$ cat src/sv/qvr_pkg.sv
// ----------------------------------------------------------------------------
// qvr_pkg: shared types and widths for the quaternion vector rotate unit
// Fixed-point formats, product and sum widths, and the payload structs that
// travel between the pipeline stages.
// ----------------------------------------------------------------------------
package qvr_pkg;

	localparam int VEC_W      = 32;               // Q15.16 vector component
	localparam int QUAT_W     = 16;               // Q1.15 quaternion part
	localparam int FRAC_SHIFT = 15;               // Q.31 -> Q.16
	localparam int P1_W       = VEC_W + QUAT_W;   // exact q*v product
	localparam int S1_W       = P1_W + 2;         // sum of three products
	localparam int R_W        = S1_W - FRAC_SHIFT; // intermediate, Q.16
	localparam int P2_W       = R_W + QUAT_W;     // exact r*q product
	localparam int S2_W       = P2_W + 2;         // sum of four products
	localparam int O_W        = S2_W - FRAC_SHIFT; // result before clamp

	localparam int IN_TDATA_W  = 3 * VEC_W + 4 * QUAT_W;
	localparam int OUT_TDATA_W = ((3 * VEC_W + 1 + 7) / 8) * 8;

	typedef logic signed [VEC_W-1:0]  vec_t;
	typedef logic signed [QUAT_W-1:0] quat_part_t;
	typedef logic signed [P1_W-1:0]   prod1_t;
	typedef logic signed [R_W-1:0]    rq_t;
	typedef logic signed [P2_W-1:0]   prod2_t;

	typedef struct packed {
		vec_t x;
		vec_t y;
		vec_t z;
	} vec3_t;

	typedef struct packed {
		quat_part_t x;
		quat_part_t y;
		quat_part_t z;
		quat_part_t w;
	} quat_t;

	// First product bank, grouped by intermediate component
	typedef struct packed {
		prod1_t [2:0] rw;
		prod1_t [2:0] rx;
		prod1_t [2:0] ry;
		prod1_t [2:0] rz;
		quat_t        q;
	} p1_bank_t;

	// Rounded intermediate quaternion r = q * v
	typedef struct packed {
		rq_t   w;
		rq_t   x;
		rq_t   y;
		rq_t   z;
		quat_t q;
	} rq_bank_t;

	// Second product bank, four terms per output component
	typedef struct packed {
		prod2_t [3:0] ox;
		prod2_t [3:0] oy;
		prod2_t [3:0] oz;
	} p2_bank_t;

	typedef struct packed {
		vec_t x;
		vec_t y;
		vec_t z;
		logic ovf;
	} res_t;

endpackage

$ cat src/sv/qvr_out.sv
// ----------------------------------------------------------------------------
// qvr_out: output sum, rounding and saturation
// Sums the four terms per component, rounds to Q.16, clamps to 32 bits and
// holds the result beat in the output register.
// ----------------------------------------------------------------------------
module qvr_out (
	input  logic              clk,
	input  logic              arst_n,
	input  logic              in_valid,
	output logic              in_ready,
	input  qvr_pkg::p2_bank_t bank,
	output logic              out_valid,
	input  logic              out_ready,
	output qvr_pkg::res_t     res
);
	import qvr_pkg::*;

	localparam logic signed [S2_W-1:0] RND = S2_W'(1) <<< (FRAC_SHIFT - 1);

	logic                   valid_s4;
	res_t                   res_s4;
	logic signed [S2_W-1:0] sum_x, sum_y, sum_z;
	logic signed [O_W-1:0]  o_x, o_y, o_z;
	logic                   ovf_x, ovf_y, ovf_z;

	function automatic logic signed [O_W-1:0] rnd2(input logic signed [S2_W-1:0] s);
		logic signed [S2_W-1:0] t;
		t    = s + RND;
		rnd2 = t[S2_W-1:FRAC_SHIFT];
	endfunction

	// upper bits must all match the sign of the 32-bit result
	function automatic logic out_of_range(input logic signed [O_W-1:0] v);
		out_of_range = (v[O_W-1:VEC_W-1] != '0) && (v[O_W-1:VEC_W-1] != '1);
	endfunction

	function automatic vec_t clamp(input logic signed [O_W-1:0] v);
		if (!out_of_range(v)) begin
			clamp = v[VEC_W-1:0];
		end else if (v[O_W-1]) begin
			clamp = {1'b1, {(VEC_W-1){1'b0}}};
		end else begin
			clamp = {1'b0, {(VEC_W-1){1'b1}}};
		end
	endfunction

	always_comb begin
		sum_x = -S2_W'(bank.ox[0]) + S2_W'(bank.ox[1]) - S2_W'(bank.ox[2])
			+ S2_W'(bank.ox[3]);
		sum_y = -S2_W'(bank.oy[0]) + S2_W'(bank.oy[1]) - S2_W'(bank.oy[2])
			+ S2_W'(bank.oy[3]);
		sum_z = -S2_W'(bank.oz[0]) + S2_W'(bank.oz[1]) - S2_W'(bank.oz[2])
			+ S2_W'(bank.oz[3]);
		o_x   = rnd2(sum_x);
		o_y   = rnd2(sum_y);
		o_z   = rnd2(sum_z);
		ovf_x = out_of_range(o_x);
		ovf_y = out_of_range(o_y);
		ovf_z = out_of_range(o_z);
	end

	assign in_ready = !valid_s4 || out_ready;

	always_ff @(posedge clk or negedge arst_n) begin
		if (!arst_n) begin
			valid_s4 <= 1'b0;
		end else if (in_ready) begin
			valid_s4 <= in_valid;
		end
	end

	always_ff @(posedge clk) begin
		if (in_valid && in_ready) begin
			res_s4.x   <= clamp(o_x);
			res_s4.y   <= clamp(o_y);
			res_s4.z   <= clamp(o_z);
			res_s4.ovf <= ovf_x || ovf_y || ovf_z;
		end
	end

	assign out_valid = valid_s4;
	assign res       = res_s4;

endmodule

$ cat config.mk
export PLATFORM = sky130hd
export DESIGN_NAME = qvr_out
export DESIGN_NICKNAME = d
export VERILOG_FILES = /design/src/sv/qvr_pkg.sv /design/src/sv/qvr_out.sv
export SDC_FILE = /design/constraint.sdc
export NUM_CORES = 1
export LEC_CHECK = 0
export BUFFER_PORTS_ARGS = -buffer_cell sky130_fd_sc_hd__buf_2
export CAP_MARGIN = 20
export CORE_AREA = 2 2 282 284
export DETAILED_ROUTE_END_ITERATION = 16
export DIE_AREA = 0 0 284 286
export GPL_TIMING_DRIVEN = 0
export HOLD_SLACK_MARGIN = 0.02
export PLACE_DENSITY = 0.58
export SYNTH_ARGS = -nofsm -noshare
export SYNTH_HDL_FRONTEND = slang
export SYNTH_SLANG_ARGS = --single-unit
$ cat constraint.sdc
create_clock -name clk -period 3.6 [get_ports clk]
set_input_delay 0.36 -clock clk [delete_from_list [all_inputs] [get_ports clk]]
set_output_delay 0.36 -clock clk [all_outputs]
set_load 0.02 [all_outputs]
==> metrics.txt <==
synthesized cell area 0.0218 sq mm; Hold Vio Cnt, Final 0; I/O pin cnt 715; initial core utilization 27.8%; Root Buffer clkbuf_16; most common cell after layout, fill and taps aside buf_2; die area 0.0812 sq mm; fin crit share 134%; Yosys warnings 0; met2 WL 40800 um; Slew headroom 50.6%; startpoint types input pin; Sequential Area 0.00294 sq mm; sequential power share 10.1%; status complete, but fails checks; most frequent cells in the layout buf_2, inv_1, fa_1; row cnt 103; Post-synth EDFFs 97; area leader, netlist fa_1; clock share of power 4.8%; Routed wire per std cell 19.1 um; P_leak 0.0146 uW; post-route ant nets 0; Power Dens Cells 803 mW/mm^2; gr ovfl total 0; via count 19900; max cap viols 0; Mean Syn Cell Area 9.25 sq um; Cell variety after synth 81; Pre-Repair DR Iteration Count 5; internal power component 11800 uW; post-layout minimum cycle time 4810 ps; H-tree Lvls 3; VDD IR max 326 uV; vias per cell 4.72; I/O Buffers 714; setup_tns -103580 ps; TritonCTS Buffers 9; M1 WL 33900 um; WP data required 3850 ps; CP Class in -> reg; latest clock arrival within the worst-skew pair 410 ps; WHS Path Cells 2; area grow syn2layout 38.0%; Primary FF master, synth edfxtp_1; post-synth top area share 27.8%; CTS tree done; failing checks setup timing; layout cells sized above 1 36.6%; # DRC 0; FILL cells 8033; die height 286 um; RSZ-0062 raised after global routing true; Die W 284 um; First DRT Iteration DRCs 951; vias in the first global route 20900; initial antenna violation count 5; worst setup margin -1210 ps; Switch Pwr 12400 uW; largest net degree at the start of global routing 58; drt total wl 80600 um; Tot GR Track Use 19.5%; footprint of the multi-input gates 0.0188 sq mm; fmax 208 MHz; Worst Max-Slew Pin Slew 742 ps; Yosys reg bits 98; dpl ws -2590 ps; Comb power frac 85.1%; sequential fraction of the synthesis area 13.5%; number of clock sinks 98; GP Congestion 0.935; Sw Share 51.3%; Worst-path clk slew 110 ps; CP Max Fanout 6; WP data arrival 5060 ps; Hold Path Class in -> reg; highest metal used met4; Syn Inst Count 2356; Setup crit end kind flop; synth top area cells fa_1, ha_1, edfxtp_1, inv_1, a21oi_1; Nets 4385; setup violators final 97; CTS Buffer Depth 2; Slew Viols, Final 0; first-pass GRT wire length 122000 um; routed length on met3 3990 um; Synthesized Nets 3578; Post-synth ARST share 1.02%; Final HPWL DP 70100 um; Core Area 0.0784 sq mm; skew final 29.4 ps; worst reg-to-reg path cell count 3
## metal layers
metal,GRT usage (%),vias to the layer above
met2,35.7,632
met4,4.46,0
met5,0,-
li1,-,9644
met1,24.1,9573
met3,2.93,78
## layout make-up
class	count	area share, %
Timing Repair Buffer	808	15.3
Multi-Input combinational cell	1753	62.5
Antenna cell	3	0.0250
Clock buffer	9	0.749
Tap cell	1050	4.37
Buffer	48	1.49
Clock inverter	7	0.316
Inverter	445	5.56
Sequential cell	98	9.77
## critical path, stage by stage
cell and delay, ps:
buf_2 110, fa_1 470, inv_1 200, fa_1 460, ha_1 290, ha_1 410
nand4_1 160, nor3_1 220, a22oi_2 140, nor3b_2 260, a21oi_4 110, buf_4 150
a21oi_4 190, nor3_1 100, a311oi_2 210, buf_4 180, nand3_2 90, o41ai_4 340
buf_6 210, buf_8 140, buf_12 100, o21a_1 150
## repair_timing
item                                    in CTS  in global routing
endpoints found under the setup margin      97                 97
hold buffers                                 1                  0
setup buffers                               60                 27
gates resized for setup                    180                161
cloned                                       8                  1
endpoints found under the hold margin        1                  0
pin swaps                                   69                 64
## power by group through the flow
stage               Sequential, uW  Clock, uW  Combinational, uW
finish                        2440       1160              20600
floorplan                     3220          0              10900
global placement              2460          0              16500
detailed placement            2470          0              16500
global route                  2500       1240              22400
CTS                           2450       1220              19400
## kinds of logic (layout without fill, tap and decap cells)
group	Yosys count	count (layout)	share of synthesized area, %
adder cells (fa/ha/maj)	606	606	45.2
AO/OA/AOI/OAI	587	587	17.7
buffers and inverters	505	1317	8.94
AND/OR/NAND/NOR	442	442	9.88
XOR/XNOR	111	111	4.46
flip-flops	98	98	13.5
multiplexers	7	7	0.327
other	0	3	0
## per-stage QoR
step / hold WS (ps) / cell area [sq um] / utilization (%) / instances / total power (uW)
3_3_place_gp: 135 / 27200 / 34.8 / 4120 / 19000
3_5_place_dp: 135 / 27300 / 34.8 / 4121 / 19000
2_1_floorplan: 64.4 / 22400 / - / 2356 / 14100
5_1_grt: 150 / 30100 / 38.4 / 4220 / 26200
6_report: 144 / 30100 / 38.4 / 4221 / 24200
4_1_cts: 117 / 29200 / 37.2 / 4201 / 23100
## worst paths after layout
| kind | start | end | slack [ps] |
|---|---|---|---|
| min in group asynchronous | arst_n | out_valid | 230 |
| max | bank[223] | res[56] | -1210 |
| max in group asynchronous | arst_n | out_valid | 3290 |
| min | in_valid | out_valid | 140 |
| min reg2reg | out_valid | out_valid | 550 |
| max reg2reg | out_valid | res[7] | 1660 |
## synthesized netlist by cell type, types with 10 or more instances
cell	n
inv_1	445
fa_1	303
ha_1	303
a21oi_1	192
nand2_1	143
edfxtp_1	97
nor2_1	92
o21ai_0	89
a21o_1	67
xnor2_1	64
clkbuf_1	49
xor2_1	47
nand4_1	41
o21ai_1	41
nor3_1	30
nand3_1	29
o21bai_1	28
a21boi_2	23
o21a_1	20
and3_1	17
a31oi_1	15
and2_1	15
nor2b_1	13
or3_1	13
nor4_1	12
a211oi_1	10
nand2b_1	10
## flip-flops by register name (all words and copies together) (netlist names)
register,flops
out_valid,1
res,97
Power figures use the tool's default switching activity.
